$ cat src/hw/rtl/assert_macros.svh
// Assertion macros shared by the tokenizer RTL.
// Each use names a label, the clock, the property and a message; SKT_ASSERT_RST also takes the active-low reset.
`ifndef ASSERT_MACROS_SVH
`define ASSERT_MACROS_SVH

// Checked only while out of reset
`define SKT_ASSERT_RST(label, clk, rst_n, prop, msg) \
    label: assert property (@(posedge clk) disable iff (!rst_n) (prop)) else $error(msg);

// Checked at every edge, reset included
`define SKT_ASSERT_ALWAYS(label, clk, prop, msg) \
    label: assert property (@(posedge clk) (prop)) else $error(msg);

`endif

$ cat src/hw/rtl/skt_pkg.sv
// Shared types, constants and character-class functions of the schema tokenizer.
// No dependencies; used by the lexer core, the result queue and the top level.
`timescale 1ns / 1ps

package skt_pkg;

    // Default widths of the internal counters
    localparam int POSITION_BITS_DEF = 16;
    localparam int LINE_BITS_DEF     = 16;

    // Width of offsets, lengths and lines in the results
    localparam int OUT_BITS = 16;

    // Result queue
    localparam int FIFO_DEPTH = 4;

    // Reserved words
    localparam int KW_COUNT    = 6;
    localparam int KW_MAX_LEN  = 9;
    localparam int KW_IDX_BITS = $clog2(KW_MAX_LEN);

    localparam logic [7:0] KW_TEXT [KW_COUNT][KW_MAX_LEN] = '{
        '{"s", "t", "r", "u", "c", "t", 8'h00, 8'h00, 8'h00},
        '{"u", "n", "i", "o", "n", 8'h00, 8'h00, 8'h00, 8'h00},
        '{"c", "a", "s", "e", 8'h00, 8'h00, 8'h00, 8'h00, 8'h00},
        '{"a", "s", 8'h00, 8'h00, 8'h00, 8'h00, 8'h00, 8'h00, 8'h00},
        '{"u", "s", "e", 8'h00, 8'h00, 8'h00, 8'h00, 8'h00, 8'h00},
        '{"n", "a", "m", "e", "s", "p", "a", "c", "e"}
    };
    localparam logic [KW_IDX_BITS:0] KW_LEN [KW_COUNT] = '{
        (KW_IDX_BITS+1)'(6), (KW_IDX_BITS+1)'(5), (KW_IDX_BITS+1)'(4),
        (KW_IDX_BITS+1)'(2), (KW_IDX_BITS+1)'(3), (KW_IDX_BITS+1)'(9)
    };

    // Token kinds
    typedef enum logic [4:0] {
        KIND_STRUCT    = 5'd0,
        KIND_UNION     = 5'd1,
        KIND_CASE      = 5'd2,
        KIND_AS        = 5'd3,
        KIND_USE       = 5'd4,
        KIND_NAMESPACE = 5'd5,
        KIND_BANG      = 5'd6,
        KIND_QUESTION  = 5'd7,
        KIND_STAR      = 5'd8,
        KIND_PLUS      = 5'd9,
        KIND_COLON     = 5'd10,
        KIND_BARE      = 5'd11,
        KIND_LBRACE    = 5'd12,
        KIND_RBRACE    = 5'd13,
        KIND_DOT       = 5'd14,
        KIND_SEMI      = 5'd15,
        KIND_END       = 5'd16,
        KIND_ERROR     = 5'd17
    } t_kind;

    // Special characters
    localparam logic [7:0] CHAR_SPACE   = 8'h20;
    localparam logic [7:0] CHAR_TAB     = 8'h09;
    localparam logic [7:0] CHAR_NEWLINE = 8'h0A;

    // One result
    typedef struct packed {
        t_kind                kind;
        logic [OUT_BITS-1:0]  start;
        logic [OUT_BITS-1:0]  length;
        logic [OUT_BITS-1:0]  line;
        logic [7:0]           bad;
        logic                 last;
    } t_token;

    // Results produced by one text byte, handed to the queue
    typedef struct packed {
        logic [1:0] count;
        t_token     tok0;
        t_token     tok1;
    } t_push;

    function automatic logic is_word_start(input logic [7:0] c);
        return (c inside {["a":"z"], ["A":"Z"], "_"});
    endfunction

    function automatic logic is_word_cont(input logic [7:0] c);
        return is_word_start(c) || (c inside {["0":"9"]});
    endfunction

    // Single-character marks; anything else maps to the error kind
    function automatic t_kind mark_kind(input logic [7:0] c);
        t_kind k;
        case (c)
            "!":     k = KIND_BANG;
            "?":     k = KIND_QUESTION;
            "*":     k = KIND_STAR;
            "+":     k = KIND_PLUS;
            ":":     k = KIND_COLON;
            "{":     k = KIND_LBRACE;
            "}":     k = KIND_RBRACE;
            ".":     k = KIND_DOT;
            ";":     k = KIND_SEMI;
            default: k = KIND_ERROR;
        endcase
        return k;
    endfunction

endpackage

$ cat src/hw/rtl/schema_keyword_tokenizer.sv
// A token passes through the input register, then the result queue, before it is
// offered. Throughput: one byte per cycle while the queue has room, limited by the single
// output beat per cycle: a byte that ends a word and is a mark itself gives two tokens.
// Input is taken whenever the input register is free or the queue has room for two.
// Reset: synchronous, active low; clears the queue and returns to the start of a text.
// Depends on skt_pkg, skt_lexer_core, skt_result_fifo and assert_macros.svh.
`timescale 1ns / 1ps
`include "assert_macros.svh"

module schema_keyword_tokenizer #(
    parameter int POSITION_BITS = skt_pkg::POSITION_BITS_DEF,
    parameter int LINE_BITS     = skt_pkg::LINE_BITS_DEF
) (
    input  logic        i_clk,
    input  logic        i_rst_n,
    // text request
    input  logic        s_axis_tvalid,
    output logic        s_axis_tready,
    input  logic [7:0]  s_axis_tdata,   // [7:0] text_byte
    input  logic        s_axis_tlast,   // end_of_text
    // token request
    output logic        m_axis_tvalid,
    input  logic        m_axis_tready,
    output logic [55:0] m_axis_tdata,   // [15:0] token_start, [31:16] token_length,
                                        // [47:32] line_number, [55:48] bad_byte
    output logic [4:0]  m_axis_tuser,   // [4:0] token_kind
    output logic        m_axis_tlast    // run_last
);

    localparam int CNT_BITS = $clog2(skt_pkg::FIFO_DEPTH) + 1;

    skt_pkg::t_push        push;
    skt_pkg::t_token       out_tok;
    logic [CNT_BITS-1:0]   fifo_count;
    logic                  room;

    // Room for the largest result set of one byte
    assign room = (fifo_count <= CNT_BITS'(skt_pkg::FIFO_DEPTH - 2));

    skt_lexer_core #(
        .POSITION_BITS (POSITION_BITS),
        .LINE_BITS     (LINE_BITS)
    ) u_core (
        .i_clk   (i_clk),
        .i_rst_n (i_rst_n),
        .i_valid (s_axis_tvalid),
        .o_ready (s_axis_tready),
        .i_byte  (s_axis_tdata),
        .i_eot   (s_axis_tlast),
        .i_room  (room),
        .o_push  (push)
    );

    skt_result_fifo u_fifo (
        .i_clk   (i_clk),
        .i_rst_n (i_rst_n),
        .i_push  (push),
        .o_valid (m_axis_tvalid),
        .i_ready (m_axis_tready),
        .o_token (out_tok),
        .o_count (fifo_count)
    );

    assign m_axis_tdata = {out_tok.bad, out_tok.line, out_tok.length, out_tok.start};
    assign m_axis_tuser = out_tok.kind;
    assign m_axis_tlast = out_tok.last;

    // Queue never holds more than its depth
    `SKT_ASSERT_ALWAYS(a_fifo_bound, i_clk, !i_rst_n || (fifo_count <= CNT_BITS'(skt_pkg::FIFO_DEPTH)), "queue overfilled")

    // A push always fits in what is free
    `SKT_ASSERT_RST(a_push_fits, i_clk, i_rst_n, (push.count == 2'd0) || ((32'(fifo_count) + 32'(push.count)) <= 32'(skt_pkg::FIFO_DEPTH)), "push without room")

    // Only the last token of a byte carries the run end flag
    `SKT_ASSERT_RST(a_two_last, i_clk, i_rst_n, (push.count != 2'd2) || (!push.tok0.last && push.tok1.last), "run end flag on wrong token")

    `SKT_ASSERT_RST(a_one_last, i_clk, i_rst_n, (push.count != 2'd1) || push.tok0.last, "single token without run end flag")

endmodule

$ cat src/hw/rtl/skt_result_fifo.sv
// Small result queue of the tokenizer: takes up to two tokens a cycle, gives one.
// Depends on skt_pkg for the token types and depth.
`timescale 1ns / 1ps

module skt_result_fifo (
    input  logic                 i_clk,
    input  logic                 i_rst_n,
    input  skt_pkg::t_push       i_push,
    output logic                 o_valid,
    input  logic                 i_ready,
    output skt_pkg::t_token      o_token,
    output logic [$clog2(skt_pkg::FIFO_DEPTH):0] o_count
);

    localparam int PTR_BITS = $clog2(skt_pkg::FIFO_DEPTH);
    localparam int CNT_BITS = PTR_BITS + 1;

    skt_pkg::t_token       r_mem [skt_pkg::FIFO_DEPTH];
    logic [PTR_BITS-1:0]   r_wr_ptr, n_wr_ptr;
    logic [PTR_BITS-1:0]   r_rd_ptr, n_rd_ptr;
    logic [CNT_BITS-1:0]   r_count, n_count;
    logic [PTR_BITS-1:0]   wr_ptr_1;
    logic                  pop;

    assign o_valid  = (r_count != '0);
    assign o_token  = r_mem[r_rd_ptr];
    assign o_count  = r_count;
    assign pop      = o_valid && i_ready;
    assign wr_ptr_1 = r_wr_ptr + PTR_BITS'(1);

    // Pointer and fill bookkeeping
    always_comb begin
        n_wr_ptr = r_wr_ptr + PTR_BITS'(i_push.count);
        n_rd_ptr = pop ? r_rd_ptr + PTR_BITS'(1) : r_rd_ptr;
        n_count  = r_count + CNT_BITS'(i_push.count) - CNT_BITS'(pop);
    end

    always_ff @(posedge i_clk) begin
        if (!i_rst_n) begin
            r_wr_ptr <= '0;
            r_rd_ptr <= '0;
            r_count  <= '0;
        end else begin
            r_wr_ptr <= n_wr_ptr;
            r_rd_ptr <= n_rd_ptr;
            r_count  <= n_count;
        end
    end

    // Storage; first token at the write pointer, second just after it
    always_ff @(posedge i_clk) begin
        if (i_push.count != 2'd0) begin
            r_mem[r_wr_ptr] <= i_push.tok0;
        end
        if (i_push.count == 2'd2) begin
            r_mem[wr_ptr_1] <= i_push.tok1;
        end
    end

endmodule

$ cat src/hw/rtl/skt_lexer_core.sv
// Lexer core: input register, word and line state, and token formation.
// Depends on skt_pkg for kinds, keyword tables and character classes.
`timescale 1ns / 1ps

module skt_lexer_core #(
    parameter int POSITION_BITS = skt_pkg::POSITION_BITS_DEF,
    parameter int LINE_BITS     = skt_pkg::LINE_BITS_DEF
) (
    input  logic            i_clk,
    input  logic            i_rst_n,
    input  logic            i_valid,
    output logic            o_ready,
    input  logic [7:0]      i_byte,
    input  logic            i_eot,
    input  logic            i_room,
    output skt_pkg::t_push  o_push
);

    localparam int OB = skt_pkg::OUT_BITS;
    localparam int PW = (POSITION_BITS > OB) ? POSITION_BITS : OB;
    localparam int LW = (LINE_BITS > OB) ? LINE_BITS : OB;
    localparam int KC = skt_pkg::KW_COUNT;
    localparam int KI = skt_pkg::KW_IDX_BITS;

    // Input register
    logic                      r_in_valid;
    logic [7:0]                r_in_byte;
    logic                      r_in_eot;

    // Lexer state
    logic                      r_in_word,  n_in_word;
    logic [POSITION_BITS-1:0]  r_wstart,   n_wstart;
    logic [POSITION_BITS-1:0]  r_wlen,     n_wlen;
    logic [KC-1:0]             r_alive,    n_alive;
    logic [POSITION_BITS-1:0]  r_pos,      n_pos;
    logic [LINE_BITS-1:0]      r_line,     n_line;
    logic                      r_failed,   n_failed;

    logic                      advance;
    logic                      flush;
    logic                      own;
    skt_pkg::t_token           word_tok;
    skt_pkg::t_token           own_tok;
    skt_pkg::t_kind            mk;
    logic [POSITION_BITS-1:0]  pos_inc;
    logic [POSITION_BITS-1:0]  wlen_inc;

    function automatic logic [OB-1:0] clip_pos(input logic [POSITION_BITS-1:0] v);
        logic [PW-1:0] ext;
        ext = PW'(v);
        return (ext > PW'({OB{1'b1}})) ? {OB{1'b1}} : ext[OB-1:0];
    endfunction

    function automatic logic [OB-1:0] clip_line(input logic [LINE_BITS-1:0] v);
        logic [LW-1:0] ext;
        ext = LW'(v);
        return (ext > LW'({OB{1'b1}})) ? {OB{1'b1}} : ext[OB-1:0];
    endfunction

    // Keep the reserved words that still match after character c at place idx
    function automatic logic [KC-1:0] advance_alive(input logic [KC-1:0] alive,
                                                    input logic [POSITION_BITS-1:0] idx,
                                                    input logic [7:0] c);
        logic [KC-1:0] res;
        res = '0;
        for (int k = 0; k < KC; k++) begin
            if (alive[k] && (idx < POSITION_BITS'(skt_pkg::KW_LEN[k])) &&
                (skt_pkg::KW_TEXT[k][idx[KI-1:0]] == c)) begin
                res[k] = 1'b1;
            end
        end
        return res;
    endfunction

    assign advance  = r_in_valid && i_room;
    assign o_ready  = !r_in_valid || advance;
    assign pos_inc  = (r_pos == '1) ? r_pos : r_pos + POSITION_BITS'(1);
    assign wlen_inc = (r_wlen == '1) ? r_wlen : r_wlen + POSITION_BITS'(1);
    assign mk       = skt_pkg::mark_kind(r_in_byte);

    // Word token: reserved word on exact length, bare word otherwise
    always_comb begin
        word_tok        = '0;
        word_tok.kind   = skt_pkg::KIND_BARE;
        for (int k = 0; k < KC; k++) begin
            if (r_alive[k] && (r_wlen == POSITION_BITS'(skt_pkg::KW_LEN[k]))) begin
                word_tok.kind = skt_pkg::t_kind'(k);
            end
        end
        word_tok.start  = clip_pos(r_wstart);
        word_tok.length = clip_pos(r_wlen);
        word_tok.line   = clip_line(r_line);
        word_tok.bad    = 8'h00;
        word_tok.last   = 1'b0;
    end

    // Token of the byte itself: end marker, mark or error
    always_comb begin
        own_tok       = '0;
        own_tok.start = clip_pos(r_pos);
        own_tok.line  = clip_line(r_line);
        own_tok.last  = 1'b1;
        if (r_in_eot) begin
            own_tok.kind   = skt_pkg::KIND_END;
            own_tok.length = '0;
            own_tok.bad    = 8'h00;
        end else begin
            own_tok.kind   = mk;
            own_tok.length = OB'(1);
            own_tok.bad    = (mk == skt_pkg::KIND_ERROR) ? r_in_byte : 8'h00;
        end
    end

    // Which results this byte gives
    always_comb begin
        flush = !r_failed && r_in_word &&
                (r_in_eot || !skt_pkg::is_word_cont(r_in_byte));
        own   = !r_failed &&
                (r_in_eot || (!skt_pkg::is_word_start(r_in_byte) &&
                              !(r_in_word && skt_pkg::is_word_cont(r_in_byte)) &&
                              r_in_byte != skt_pkg::CHAR_SPACE &&
                              r_in_byte != skt_pkg::CHAR_TAB &&
                              r_in_byte != skt_pkg::CHAR_NEWLINE));
        o_push = '0;
        if (advance) begin
            o_push.count = 2'(flush) + 2'(own);
            if (flush) begin
                o_push.tok0      = word_tok;
                o_push.tok0.last = !own;
                o_push.tok1      = own_tok;
            end else begin
                o_push.tok0      = own_tok;
            end
        end
    end

    // Next state
    always_comb begin
        n_in_word = r_in_word;
        n_wstart  = r_wstart;
        n_wlen    = r_wlen;
        n_alive   = r_alive;
        n_pos     = r_pos;
        n_line    = r_line;
        n_failed  = r_failed;
        if (r_in_eot) begin
            // back to the start of a new text
            n_in_word = 1'b0;
            n_wstart  = '0;
            n_wlen    = '0;
            n_alive   = '1;
            n_pos     = '0;
            n_line    = LINE_BITS'(1);
            n_failed  = 1'b0;
        end else if (!r_failed) begin
            if (r_in_word && skt_pkg::is_word_cont(r_in_byte)) begin
                n_alive = advance_alive(r_alive, r_wlen, r_in_byte);
                n_wlen  = wlen_inc;
            end else begin
                n_in_word = 1'b0;
                if (skt_pkg::is_word_start(r_in_byte)) begin
                    n_in_word = 1'b1;
                    n_wstart  = r_pos;
                    n_wlen    = POSITION_BITS'(1);
                    n_alive   = advance_alive('1, '0, r_in_byte);
                end else if (r_in_byte == skt_pkg::CHAR_NEWLINE) begin
                    n_line = (r_line == '1) ? r_line : r_line + LINE_BITS'(1);
                end else if (mk == skt_pkg::KIND_ERROR &&
                             r_in_byte != skt_pkg::CHAR_SPACE &&
                             r_in_byte != skt_pkg::CHAR_TAB) begin
                    n_failed = 1'b1;
                end
            end
            n_pos = pos_inc;
        end
    end

    // Input register
    always_ff @(posedge i_clk) begin
        if (!i_rst_n) begin
            r_in_valid <= 1'b0;
        end else if (i_valid && o_ready) begin
            r_in_valid <= 1'b1;
        end else if (advance) begin
            r_in_valid <= 1'b0;
        end
    end

    always_ff @(posedge i_clk) begin
        if (i_valid && o_ready) begin
            r_in_byte <= i_byte;
            r_in_eot  <= i_eot;
        end
    end

    // State registers
    always_ff @(posedge i_clk) begin
        if (!i_rst_n) begin
            r_in_word <= 1'b0;
            r_wstart  <= '0;
            r_wlen    <= '0;
            r_alive   <= '1;
            r_pos     <= '0;
            r_line    <= LINE_BITS'(1);
            r_failed  <= 1'b0;
        end else if (advance) begin
            r_in_word <= n_in_word;
            r_wstart  <= n_wstart;
            r_wlen    <= n_wlen;
            r_alive   <= n_alive;
            r_pos     <= n_pos;
            r_line    <= n_line;
            r_failed  <= n_failed;
        end
    end

endmodule
$ cat config.mk
export PLATFORM = sky130hd
export DESIGN_NAME = schema_keyword_tokenizer
export DESIGN_NICKNAME = d
export VERILOG_FILES = /design/src/hw/rtl/skt_pkg.sv /design/src/hw/rtl/schema_keyword_tokenizer.sv /design/src/hw/rtl/skt_result_fifo.sv /design/src/hw/rtl/skt_lexer_core.sv
export VERILOG_INCLUDE_DIRS = /design/src /design/src/hw/rtl
export SDC_FILE = /design/constraint.sdc
export NUM_CORES = 1
export LEC_CHECK = 0
export BUFFER_PORTS_ARGS = -buffer_cell sky130_fd_sc_hd__buf_2
export CELL_PAD_IN_SITES_DETAIL_PLACEMENT = 1
export CELL_PAD_IN_SITES_GLOBAL_PLACEMENT = 2
export CORE_MARGIN = 2
export CORE_UTILIZATION = 45
export CTS_BUF_LIST = sky130_fd_sc_hd__clkbuf_4
export DETAILED_ROUTE_END_ITERATION = 8
export GPL_ROUTABILITY_DRIVEN = 0
export GPL_TIMING_DRIVEN = 0
export HOLD_SLACK_MARGIN = 0.15
export PLACE_DENSITY = 0.89
export SLEW_MARGIN = 20
export SYNTH_ARGS = -nofsm -noshare
export SYNTH_HDL_FRONTEND = slang
export SYNTH_HIERARCHICAL = 1
export SYNTH_SLANG_ARGS = --single-unit
export TNS_END_PERCENT = 20
$ cat constraint.sdc
create_clock -name i_clk -period 9.84 [get_ports i_clk]
set_input_delay 1.476 -clock i_clk [delete_from_list [all_inputs] [get_ports i_clk]]
set_output_delay 1.476 -clock i_clk [all_outputs]
set_load 0.005 [all_outputs]
# Yosys cells after proc, flatten, opt, wreduce, memory -nomap -nowiden
# Memory sizes are Yosys's and may differ from the RTL's. A register that Yosys moved wholly into a read port is not among the register bits.
# Cells that the tools add are included.
[word_totals]
rom_bits = 768
ff_bits = 89
n_memories = 7
ramBits = 248
wordCells = 228
[classes]
n_lt_le_gt_ge = 18
reduce_logical = 57
bitwise_logic = 1
addsub = 9
mux = 81
n_eq_ne = 42
[memory_table]
columns = ["name", "depth", "width", "read_ports", "rd_ports_with_merged_regs", "wr", "line", "source"]
rows = [
  ["u_fifo.r_mem", 4, 62, 1, 1, 2, "skt_result_fifo.sv:18", "skt_pkg::t_token r_mem [skt_pkg::FIFO_DEPTH];"],
  ["(no name shown)", 16, 8, 1, 0, 0, "skt_lexer_core.sv:68", "(skt_pkg::KW_TEXT[k][idx[KI-1:0]] == c)) begin"],
  ["(no name shown)", 16, 8, 1, 0, 0, "skt_lexer_core.sv:68", ""],
  ["(no name shown)", 16, 8, 1, 0, 0, "skt_lexer_core.sv:68", ""],
  ["(no name shown)", 16, 8, 1, 0, 0, "skt_lexer_core.sv:68", ""],
  ["(no name shown)", 16, 8, 1, 0, 0, "skt_lexer_core.sv:68", ""],
  ["1 more memories", "--", "--", "--", "--", "--", "--", ""],
]
[ops]
columns = ["operator", "count"]
rows = [
  ["16-bit 2-to-1 mux", 22],
  ["126-bit 2-to-1 mux", 1],
  ["62-bit 2-to-1 mux", 2],
  ["8-bit 2-to-1 mux", 14],
  ["16-bit > comparator, second input constant", 4],
  ["8-bit by 6-bit == test with 1-bit output, second input constant", 7],
  ["16-bit by 1-bit adder with 16-bit output, second input constant", 3],
  ["16-bit == test, second input constant", 3],
  ["16-bit by 3-bit == test with 1-bit output, second input constant", 3],
  ["8-bit == test", 6],
  ["16-bit by 3-bit less-than comparator with 1-bit output, second input constant", 3],
  ["5-bit one-hot mux with 9 select lines", 1],
  ["7-bit by 8-bit == test with 1-bit output, first input constant", 5],
  ["1-bit logical AND", 34],
  ["16-bit by 2-bit == test with 1-bit output, second input constant", 2],
  ["16-bit by 2-bit less-than comparator with 1-bit output, second input constant", 2],
  ["1-bit 2-to-1 mux", 28],
  ["8-bit by 7-bit == test with 1-bit output, second input constant", 3],
  ["4-bit 2-to-1 mux", 6],
  ["6-bit 2-to-1 mux", 4],
  ["16-bit by 4-bit == test with 1-bit output, second input constant", 1],
  ["8-bit by 7-bit greater-or-equal comparator with 1-bit output, second input constant", 2],
  ["8-bit by 7-bit less-or-equal comparator with 1-bit output, second input constant", 2],
  ["16-bit by 4-bit less-than comparator with 1-bit output, second input constant", 1],
  ["26 further kinds", 49],
]

# Logic depth before layout (Yosys ltp)
# Gate-level depths: netlist of run 1.
[depth]
word_depth = 18
depth_mapped = 16
mapped_depth_nobuf = 13

# By module
# Netlist of run 1, hierarchy kept.
[modules_own_cells]
columns = ["module", "area_per_inst_um2", "instances", "cells_each"]
rows = [
  ["skt_result_fifo", 12428.2, 1, 648],
  ["skt_lexer_core", 5838.1, 1, 781],
  ["schema_keyword_tokenizer", 8.8, 1, 1],
]

# Least setup slack after synthesis of run 1
# No wires, ideal clock.
[synth_timing]
path_kind = "flip-flop to flip-flop"
start = "register u_core.r_in_byte[4]"
end = "memory u_fifo/r_mem[0][0] (netlist name) (enable)"
path_stages_with_launch = 12
required_time_ns = 9.272
period_less_slack_ns = 7.400
setup_slack_ns = 2.440
arrival_time_ns = 6.832
path_cell_list = "edfxtp_1 buf_6 or4_4 o21a_4 a21boi_4 o21ai_4 clkinv_2 buf_2 ha_1 and3_1 o21bai_1 o21ai_0"
[synth_rtl]
columns = ["element", "line", "source"]
rows = [
  ["start: declaration", "skt_lexer_core.sv:27", "logic [7:0] r_in_byte;"],
  ["start signal: assignment", "skt_lexer_core.sv:191", "r_in_byte <= i_byte;"],
  ["end: declaration", "skt_result_fifo.sv:18", ""],
]

==> summary.md, run 1 <==
| Metric | Value |
|---|---|
| Worst hold path startpoint | `u_core/r_wstart[11]` |
| Fin. Hold Viols | `0` |
| Status | `completed` |
| Nets | `1656` |
| WS Path Type | `reg2reg` |
| Sequential share of power | `44.4%` |
| Total power | `3.679 mW` |
| Worst-Margin Slew | `1.075 ns` |
| Root buffer cell | `clkbuf_4` |
| Sum of buffers and inverters on the critical path | `7` |
| Cts bufs inserted | `92` |
| DRC | `0` |
| Switching power total | `1.024 mW` |
| Most frequent cells after synthesis | `257 x edfxtp_1, 243 x mux2_2, 89 x nand2_1` |
| Top_reg_cell synth | `edfxtp_1` |
| Max Cap Viol | `0` |
| Filler cells | `4105` |
| Synth top area share | `42.23%` |
| Initial antenna violation count | `1` |
| Die height | `205.5 µm` |
| Mapped Area | `18280 µm²` |
| Vias | `13106` |
| Slowest library cell on the worst path | `nor2b_1` |
| Syn avg cell area | `12.78 µm²` |
| Clk pwr share | `35.8%` |
| Clock tree buffer depth | `3` |
| Placed cell area | `19740 µm²` |
| Yosys warning total | `6` |
| Buffers on Ports | `76` |
| Top Ports | `77` |
| Critical-path cell list | `clkbuf_1 -> nor2b_1 -> o21a_4 -> a21boi_4 -> o21ai_4 -> clkinv_2 -> buf_2 -> ha_1 -> and3_1 -> nor4bb_1 -> buf_2 -> buf_4 -> o21bai_4 -> buf_16 -> buf_12` |
| Initial core utilization | `45.79%` |
| DR WL/cell | `23.97 µm` |
| Worst hold margin | `0.4851 ns` |
| Minimum clock period | `5.066 ns` |
| Most frequent cell after synthesis | `edfxtp_1` |
| P_int | `2.655 mW` |
| Largest net degree at the start of global routing | `21` |
| FP Rows | `73` |
| Synth cell types | `81` |
| Area grow syn2layout | `14.73%` |
| Lkg Pwr | `7.797 nW` |
| Post-DP HPWL | `37140 µm` |
| Critical Path AT | `5.53 ns` |
| Crit path from | `u_core/r_in_byte[7]` |
| Postcts setup bufs | `0` |
| Vias in the first global route | `13822` |
| Flop-to-flop setup slack | `4.77 ns` |
| CTS clock-pin slew for the worst setup and hold paths | `0.06 ns` |
| Unrepaired setup endpoints after global routing | `false` |
| Power Density | `175.5 nW/µm²` |
| Tot GR Track Use | `25.97%` |
| Skew final | `0.05247 ns` |
| Final Max Tran Viols | `0` |
| Crit path required time | `10.30 ns` |
| Crit-path max FO | `20` |
| CP endpoint kind | `register` |
| Clk_lat worst skew | `0.80 ns` |
| Die W | `205.5 µm` |
| R2R Path Start | `u_core/r_in_byte[7]` |
| Die area | `42240 µm²` |
| CTS sink cnt | `339` |
| Core Area | `39910 µm²` |
| Switching Share | `27.83%` |
| Share of cells above drive strength 1 | `37.60%` |
| Post-CTS Resized | `0` |
| CP startpoint kind | `register` |
| Total gr overflow | `0` |
| Post-route cell area | `20970 µm²` |
| Via-per-instance ratio | `5.882` |
| Final setup viols | `0` |
| Cts hold-fix bufs | `0` |
| Crit-path max cell delay | `0.42 ns` |
| Register area share after synthesis | `51.21%` |
| Relative slew slack | `28.04%` |
| Main area contributors after synthesis | `edfxtp_1 42%, mux2_2 15%, dfxtp_1 9.0%` |
| Max VDD drop | `66.96 µV` |
| Register bit total from synthesis | `339` |
| First-pass GRT wire length | `82310 µm` |
| ANT nets after route | `0` |
| Most frequent CP cell | `buf_2` |
| Fmax achieved | `0.1974 GHz` |
| Logic pwr share | `19.8%` |
| Drt first pass iters | `5` |
| DRT iter0 DRCs | `1162` |
| Routed wire length | `53400 µm` |
| Post-synth EDFFs | `257` |
| Async set-reset flop share out of synthesis | `0%` |
| Final Cycle Share | `51.49%` |
| Hold Crit Class | `reg2reg` |
| CP delay by family, top | `buffers and inverters` |
| # H-tree levels | `3` |
| Gate Count Post-Synth | `1430` |
| Synth area leader | `edfxtp_1` |
| CTS tree | `built` |
power by group through the flow:
| stage | logic, mW | registers [mW] | clock network, mW |
|---|---|---|---|
| finish | 0.727 | 1.63 | 1.32 |
| global route | 0.788 | 1.64 | 1.43 |
| CTS | 0.738 | 1.63 | 1.35 |
| detailed placement | 0.736 | 1.67 | 0 |
| global placement | 0.690 | 1.68 | 0 |
| floorplan | 0.446 | 1.66 | 0 |
flip-flops by register name, summed over array words and instances (netlist names), named ones only:
signal / cells
u_fifo/r_mem: 248
u_core/r_line: 16
u_core/r_pos: 16
u_core/r_wlen: 16
u_core/r_wstart: 16
u_core/r_in_byte: 8
u_core/r_alive: 6
u_fifo/o_count: 3
u_fifo/r_rd_ptr: 2
u_fifo/r_wr_ptr: 2
u_core/r_failed: 1
u_core/r_in_eot: 1
u_core/r_in_valid: 1
u_core/r_in_word: 1
metrics by stage:
stage	util (%)	setup slack [ns]	setup TNS, ns	instances
after global placement	48.52	-2.315	-142.96	2045
after CTS	52.51	4.806	0	2227
after global routing	52.53	4.621	0	2228
after detailed placement	49.45	4.841	0	2059
final	52.53	4.774	0	2228
after floorplan	-	2.440	0	1444
metal layers:
metal	global-route usage (%)	share of wire, %	vias up
met5	0	0	-
met4	10.35	2.8	0
met3	4.213	5.0	100
met2	44.12	50	406
met1	33.13	42	6676
li1	-	-	5924
cell families (layout without fill, tap and decap cells):
kind of cell               after synthesis  count (layout)  synth area share, %
muxes                                  318             318                23.36
buffers and inverters                  140             398                4.046
DFF                                    339             339                51.21
adders and majority gates               15              15                1.068
AOI/OAI and AO/OA                      188             188                6.949
other                                    1              16              0.02052
xor gates and xnor gates                30              30                1.588
and+or+nand+nor                        399             399                11.76
cell usage in the layout, fill, tap and decap left out, types with 11 or more instances in the layout:
| cell type | count |
|---|---|
| ha_1 | 14 |
| clkbuf_4 | 143 |
| and2_1 | 57 |
| inv_1 | 20 |
| nor3_1 | 19 |
| o31ai_1 | 17 |
| xor2_1 | 15 |
| nand4_1 | 23 |
| nor2_1 | 65 |
| clkbuf_1 | 42 |
| buf_4 | 29 |
| conb_1 | 15 |
| xnor2_1 | 13 |
| a21oi_1 | 47 |
| nor2b_1 | 11 |
| and3_1 | 37 |
| a22o_1 | 16 |
| o21ai_0 | 37 |
| edfxtp_1 | 257 |
| nand2_1 | 89 |
| clkinv_1 | 20 |
| buf_2 | 110 |
| nor4_1 | 13 |
| dfxtp_1 | 82 |
| nand3_1 | 35 |
| mux2_2 | 243 |
| mux4_2 | 62 |
worst paths after layout:
path / to / depth (start not counted)
min: u_core/r_wstart[11] / 1
min reg2reg: u_core/r_wstart[11] / 1
max reg2reg: u_fifo/r_mem[2][49] / 15
max: u_fifo/r_mem[2][49] / 15
final cells by class:
type / count / area (µm²) / area share, %
Multi-Input combinational cell: 965 / 8277 / 39.47
Timing Repair Buffer: 90 / 710.7 / 3.389
Tap cell: 525 / 656.9 / 3.133
Inverter: 24 / 96.34 / 0.4595
Antenna cell: 1 / 2.502 / 0.01193
Buffer: 116 / 643.1 / 3.067
Clock inverter: 25 / 148.9 / 0.7101
Clock buffer: 143 / 1074 / 5.120
Sequential cell: 339 / 9359 / 44.64
(Power assumes the default switching activity.)
==> run 2, diff against run 1 <==
ABC_AREA = 1   (was unset)
CORE_UTILIZATION = 39   (was 45)
clock period = 5.2 ns   (was 9.84 ns; I/O delays follow)
==> summary.md, run 2 <==
| Metric | Value |
|---|---|
| Yosys warning total | `6` |
| CTS sink cnt | `339` |
| Reg2Reg Depth | `19` |
| Fmax achieved | `0.2065 GHz` |
| Synth Area in Adders | `1.035%` |
| Simple-gate share of the synthesized area | `23.56%` |
| Register bit total from synthesis | `339` |
| Clk_lat worst skew | `0.85 ns` |
| Main area contributors after synthesis | `edfxtp_1 41%, nand2_1 10%, dfxtp_1 8.7%` |
| Minimum clock period | `4.842 ns` |
| Die W | `223.9 µm` |
| Syn avg cell area | `8.066 µm²` |
| Buffers on Ports | `76` |
| Core Area | `47750 µm²` |
| Synth area leader | `edfxtp_1` |
| Post-Synth XOR/XNOR Area | `1.207%` |
| Postcts setup bufs | `0` |
| Synth top area share | `40.90%` |
| Die area | `50150 µm²` |
| Final Max Tran Viols | `0` |
| Top Ports | `77` |
| Skew final | `0.06009 ns` |
| Routed wire length | `69840 µm` |
| Crit path to | `u_fifo/r_mem[1][22]` |
| Initial antenna violation count | `1` |
| Status | `completed` |
| Max Cap Viol | `0` |
| Synth cell types | `48` |
| Flop-to-flop setup slack | `0.36 ns` |
| Worst-Margin Slew | `0.9973 ns` |
| Total power | `7.294 mW` |
| Most frequent cell after synthesis | `nand2_1` |
| Lkg Pwr | `7.404 nW` |
| Placed cell area | `20250 µm²` |
| WS Path Type | `reg2reg` |
| Mux share of post-synthesis cell area | `0%` |
| FP Rows | `80` |
| Post-route cell area | `21520 µm²` |
| R2R Path Start | `u_core/r_in_byte[7]` |
| Post-synthesis compound-gate area fraction | `16.09%` |
| Worst hold path startpoint | `i_rst_n` |
| Power Density | `339.0 nW/µm²` |
| DRT iter0 DRCs | `1354` |
| Crit path required time | `5.71 ns` |
| Mapped Area | `18870 µm²` |
| Final Cycle Share | `93.12%` |
| Initial core utilization | `39.52%` |
| Commonest non-fill, non-tap cell in the layout | `nand2_1` |
| Final setup viols | `0` |
| Fin. Hold Viols | `0` |
| Nets | `2569` |
| Hold Crit Class | `in2reg` |
| Worst flop-to-flop path endpoint | `u_fifo/r_mem[1][22]` |
| Tot GR Track Use | `27.66%` |
| Critical Path AT | `5.36 ns` |
| Commonest non-fill, non-tap cells in the layout | `518 x nand2_1, 340 x nor2_1, 259 x o21ai_0` |
| Cts bufs inserted | `91` |
| Post-synth EDFFs | `257` |
| Total gr overflow | `0` |
| Drt first pass iters | `5` |
| Register area share after synthesis | `49.61%` |
| CP startpoint kind | `register` |
| Crit path from | `u_core/r_in_byte[7]` |
| Post-DP HPWL | `49740 µm` |
| Root buffer cell | `clkbuf_4` |
| Top_reg_cell synth | `edfxtp_1` |
| Die height | `223.9 µm` |
| Number of flip-flops in the largest register | `248` |
| Clock tree buffer depth | `3` |
| Relative slew slack | `32.81%` |
| Biggest register | `u_fifo/r_mem` |
| Largest family of logic cells by synthesized area | `simple AND/OR/NAND/NOR gates` |
| Via-per-instance ratio | `5.472` |
| Crit-path max FO | `45` |
| Share of cells above drive strength 1 | `15.05%` |
| Filler cells | `5882` |
| Max VDD drop | `168.6 µV` |
| Most frequent cells after synthesis | `521 x nand2_1, 340 x nor2_1, 259 x o21ai_0` |
| # H-tree levels | `3` |
| ANT nets after route | `0` |
| Vias in the first global route | `18231` |
| Seq. cell area | `9359 µm²` |
| CTS tree | `built` |
| CP endpoint kind | `register` |
| CTS clock-pin slew for the worst setup and hold paths | `0.06 ns` |
| Area grow syn2layout | `14.05%` |
| DR WL/cell | `21.64 µm` |
| Post-layout worst setup margin | `0.3579 ns` |
| Vias | `17665` |
| Area of the multi-input gates | `7996 µm²` |
| Largest net degree at the start of global routing | `46` |
| Dpl ws | `0.3931 ns` |
| Unrepaired setup endpoints after global routing | `false` |
| Async set-reset flop share out of synthesis | `0%` |
| DRC | `0` |
| First-pass GRT wire length | `104900 µm` |
| Gate Count Post-Synth | `2339` |
## run 2: cell types whose count changed after synthesis, moves of 37 or more
cell / before / now
o21ai_1: 4 / 152
o22ai_1: 5 / 62
inv_1: 20 / 166
and2_1: 57 / 0
mux2_2: 243 / 0
nand3_1: 35 / 80
and3_1: 37 / 0
o21ai_0: 38 / 259
mux4_2: 62 / 0
nor2_1: 67 / 340
nand2_1: 89 / 521
## run 2: cells by family (layout without fill, tap and decap cells)
| family | count (synthesis) | after routing |
|---|---|---|
| xor gates and xnor gates | 26 | 26 |
| adders and majority gates | 15 | 15 |
| buffers and inverters | 335 | 594 |
| DFF | 339 | 339 |
| AOI/OAI and AO/OA | 572 | 572 |
| other | 1 | 16 |
| and+or+nand+nor | 1051 | 1051 |
## run 2: stage by stage
| step | hold WS (ns) | utilization (%) | setup TNS [ns] | cells |
|---|---|---|---|---|
| finish | 0.2806 | 45.07 | 0 | 3228 |
| global route | 0.2580 | 45.07 | 0 | 3228 |
| CTS | 0.1917 | 45.05 | 0 | 3227 |
| detailed placement | 0.4541 | 42.42 | 0 | 3052 |
| global placement | 0.4569 | 42.06 | -337.55 | 3044 |
| floorplan | 0.4285 | - | 0 | 2353 |
## run 2: worst max-delay path, cell delays in order (launching register included)
cell and delay [ns]:
edfxtp_1 0.44, inv_1 0.26, nand2_1 0.11, nor2_1 0.26, nand2_1 0.18, nand2_4 0.17
nand2_4 0.07, buf_4 0.20, nand2_1 0.07, nor2_1 0.05, nor2_1 0.10, nor2_1 0.09
ha_1 0.28, inv_1 0.04, nor2_1 0.50, nor2_4 0.15, nand2_2 0.31, clkbuf_1 0.53
nand2_4 0.33, buf_16 0.31
## run 2: metal layers
layer  track usage, %  wire (µm)  part of all wire, %  vias to the layer above
met1            35.89      30180                   43                     8653
met4            10.34       1736                  2.5                        0
met3            3.896       4393                  6.3                       99
met2            46.96      33540                   48                      589
li1                 -          -                    -                     8324
met5                0          0                    0                        -
## run 2: power by group
part	internal [mW]	switching (mW)
Sequential	3.06	0.0719
Clock	1.21	1.18
Combinational	0.548	1.22
## run 2: timing repair
item                       4_1_cts  5_1_grt
setup endpoints to repair        0        7
hold endpoints to repair        11        0
gates resized for setup          0        0
hold buffers                    11        0
## run 2: cell type report
| type | instances | area share [%] |
|---|---|---|
| inverter | 182 | 3.187 |
| buffer | 152 | 4.233 |
| tap | 615 | 3.576 |
| clock buffer | 132 | 4.605 |
| antenna | 1 | 0.01163 |
| sequential | 339 | 43.50 |
| clock inverter | 32 | 0.7327 |
| timing repair buffer | 96 | 2.995 |
| multi-input combinational | 1679 | 37.16 |
## run 2: how the worst min path moves through the flow
stage                                   end  slack, ns  cells past startpoint
after global routing      u_fifo/o_count[0]       0.26                      3
final                     u_fifo/o_count[0]       0.28                      3
after detailed placement  u_core/r_alive[3]       0.45                      2
after global placement    u_core/r_alive[3]       0.46                      2
after CTS                 u_fifo/o_count[0]       0.19                      3
after floorplan           u_core/r_alive[3]       0.43                      2
==> run 3, diff against run 2 <==
CORE_ASPECT_RATIO = 2   (was unset)
==> summary.md, run 3 (same netlist as run 2, synthesis figures left out) <==
| Metric | Value |
|---|---|
| Initial antenna violation count | `2` |
| Hold Crit Class | `in2reg` |
| Skew final | `0.05774 ns` |
| P_int | `4.764 mW` |
| Crit path to | `u_fifo/r_mem[0][21]` |
| Share of cells above drive strength 1 | `14.60%` |
| Sum of buffers and inverters on the critical path | `5` |
| Clk pwr share | `32.4%` |
| CP startpoint kind | `register` |
| Post-route cell area | `21430 µm²` |
| ANT nets after route | `0` |
| CTS tree | `built` |
| Crit path depth | `12` |
| Vias | `17070` |
| Lkg Pwr | `7.336 nW` |
| Largest net degree at the start of global routing | `44` |
| Final setup viols | `0` |
| CP delay by family, top | `buffers and inverters` |
| Post-CTS Resized | `0` |
| Total power | `7.129 mW` |
| Number of flip-flops in the largest register | `248` |
| Worst-Margin Slew | `0.9929 ns` |
| Slowest library cell on the worst path | `clkbuf_1` |
| Crit-path max cell delay | `0.75 ns` |
| Die W | `159.5 µm` |
| Dpl ws | `0.3806 ns` |
| CP endpoint kind | `register` |
| Final Max Tran Viols | `0` |
| Reg2Reg Depth | `12` |
| WS Path Type | `reg2reg` |
| Post-DP HPWL | `48800 µm` |
| Crit path required time | `5.72 ns` |
| Clock tree buffer depth | `3` |
| Area grow syn2layout | `13.59%` |
| DR WL/cell | `20.32 µm` |
| Hold Path Depth | `3` |
| DRT iter0 DRCs | `1229` |
| Sequential share of power | `43.9%` |
| Top Ports | `77` |
| # H-tree levels | `3` |
| Relative slew slack | `33.11%` |
| Die height | `315.1 µm` |
| Fmax achieved | `0.2033 GHz` |
| Max Cap Viol | `0` |
| Root buffer cell | `clkbuf_4` |
| Power Density | `332.7 nW/µm²` |
| Die area | `50260 µm²` |
| Final Cycle Share | `94.59%` |
| Filler cells | `6065` |
| Worst flop-to-flop path endpoint | `u_fifo/r_mem[0][21]` |
| Max VDD drop | `170.2 µV` |
| Post-layout worst setup margin | `0.2815 ns` |
| FP Rows | `114` |
| Total gr overflow | `0` |
| Clk_lat worst skew | `0.82 ns` |
| Status | `completed` |
| Final core utilization | `44.58%` |
| Worst hold margin | `0.2664 ns` |
| Switching Share | `33.18%` |
| R2R Path Start | `u_core/r_in_eot` |
| Initial core utilization | `39.25%` |
| Biggest register | `u_fifo/r_mem` |
| CTS sink cnt | `339` |
| Switching power total | `2.365 mW` |
| First-pass GRT wire length | `101600 µm` |
| Commonest non-fill, non-tap cell in the layout | `nand2_1` |
| Vias in the first global route | `18046` |
| Logic pwr share | `23.8%` |
| Flop-to-flop setup slack | `0.28 ns` |
| Drt first pass iters | `5` |
| Critical Path AT | `5.44 ns` |
| Fin. Hold Viols | `0` |
| Unrepaired setup endpoints after global routing | `false` |
| DRC | `0` |
| Via-per-instance ratio | `5.286` |
| Core Area | `48070 µm²` |
| Critical-path cell list | `clkbuf_1 -> clkbuf_1 -> nor2_1 -> nor2_1 -> ha_1 -> inv_1 -> nor2_1 -> nor2_4 -> nand3_4 -> clkbuf_1 -> nand2_4 -> buf_12` |
| CTS clock-pin slew for the worst setup and hold paths | `0.07 ns` |
| Nets | `2554` |
| Cts bufs inserted | `78` |
| Crit-path max FO | `33` |
| Crit path from | `u_core/r_in_eot` |
| Buffers on Ports | `76` |
| Routed wire length | `65600 µm` |
| Minimum clock period | `4.919 ns` |
| Commonest non-fill, non-tap cells in the layout | `518 x nand2_1, 340 x nor2_1, 259 x o21ai_0` |
| Tot GR Track Use | `26.18%` |
| Placed cell area | `20270 µm²` |
## run 3: what timing repair did
| item | CTS | global route |
|---|---|---|
| endpoints found under the hold margin | 9 | 0 |
| buffers inserted | 0 | 0 |
| hold buffers | 9 | 0 |
| setup endpoints to repair | 0 | 0 |
## run 3: worst min path at each step
| stage | startpoint | slack (ns) | endpoint |
|---|---|---|---|
| after CTS | s_axis_tvalid | 0.18 | u_core/r_in_valid |
| after global routing | s_axis_tvalid | 0.27 | u_core/r_in_valid |
| after floorplan | u_core/r_alive[3] | 0.43 | u_core/r_alive[3] |
| final | s_axis_tvalid | 0.27 | u_core/r_in_valid |
| after detailed placement | u_core/r_alive[3] | 0.45 | u_core/r_alive[3] |
| after global placement | u_core/r_alive[3] | 0.44 | u_core/r_alive[3] |
## run 3: final cells by class
type,instances,area (µm²),area share [%]
Antenna cell,2,5.005,0.02335
Clock inverter,37,270.3,1.261
Tap cell,638,798.3,3.725
Timing Repair Buffer,93,601.8,2.808
Buffer,153,914.6,4.268
Sequential cell,339,9359,43.67
Clock buffer,106,795.8,3.713
Multi-Input combinational cell,1679,8000,37.33
Inverter,182,685.7,3.199
## run 3: through the flow
stage                     setup TNS [ns]  cells
after floorplan                        0   2353
after global placement           -297.62   3067
after detailed placement               0   3075
after CTS                              0   3227
after global routing                   0   3229
final                                  0   3229
## run 3: layer usage
metal  up-vias  share of wire (%)  routed length (µm)  track usage (%)
li1       8278                  -                   -                -
met1      8230                 40               26510            30.24
met2       448                 51               33770            47.74
met3       114                4.0                2596            3.013
met4         0                4.1                2722            12.95
met5         -                  0                   0                0
## run 3: worst register-to-register path, cell delays in order (launching register included)
cell and delay, ns:
edfxtp_1 0.48, clkbuf_1 0.67, clkbuf_1 0.75, nor2_1 0.12, nor2_1 0.18, ha_1 0.15
inv_1 0.04, nor2_1 0.51, nor2_4 0.14, nand3_4 0.22, clkbuf_1 0.51, nand2_4 0.51
buf_12 0.35
## run 3: power by group through the flow
stage | clock (mW) | combinational, mW | sequential [mW]
detailed placement | 0 | 1.69 | 3.19
global placement | 0 | 1.65 | 3.19
floorplan | 0 | 0.993 | 3.17
global route | 2.51 | 1.87 | 3.14
finish | 2.31 | 1.69 | 3.13
CTS | 2.39 | 1.70 | 3.13
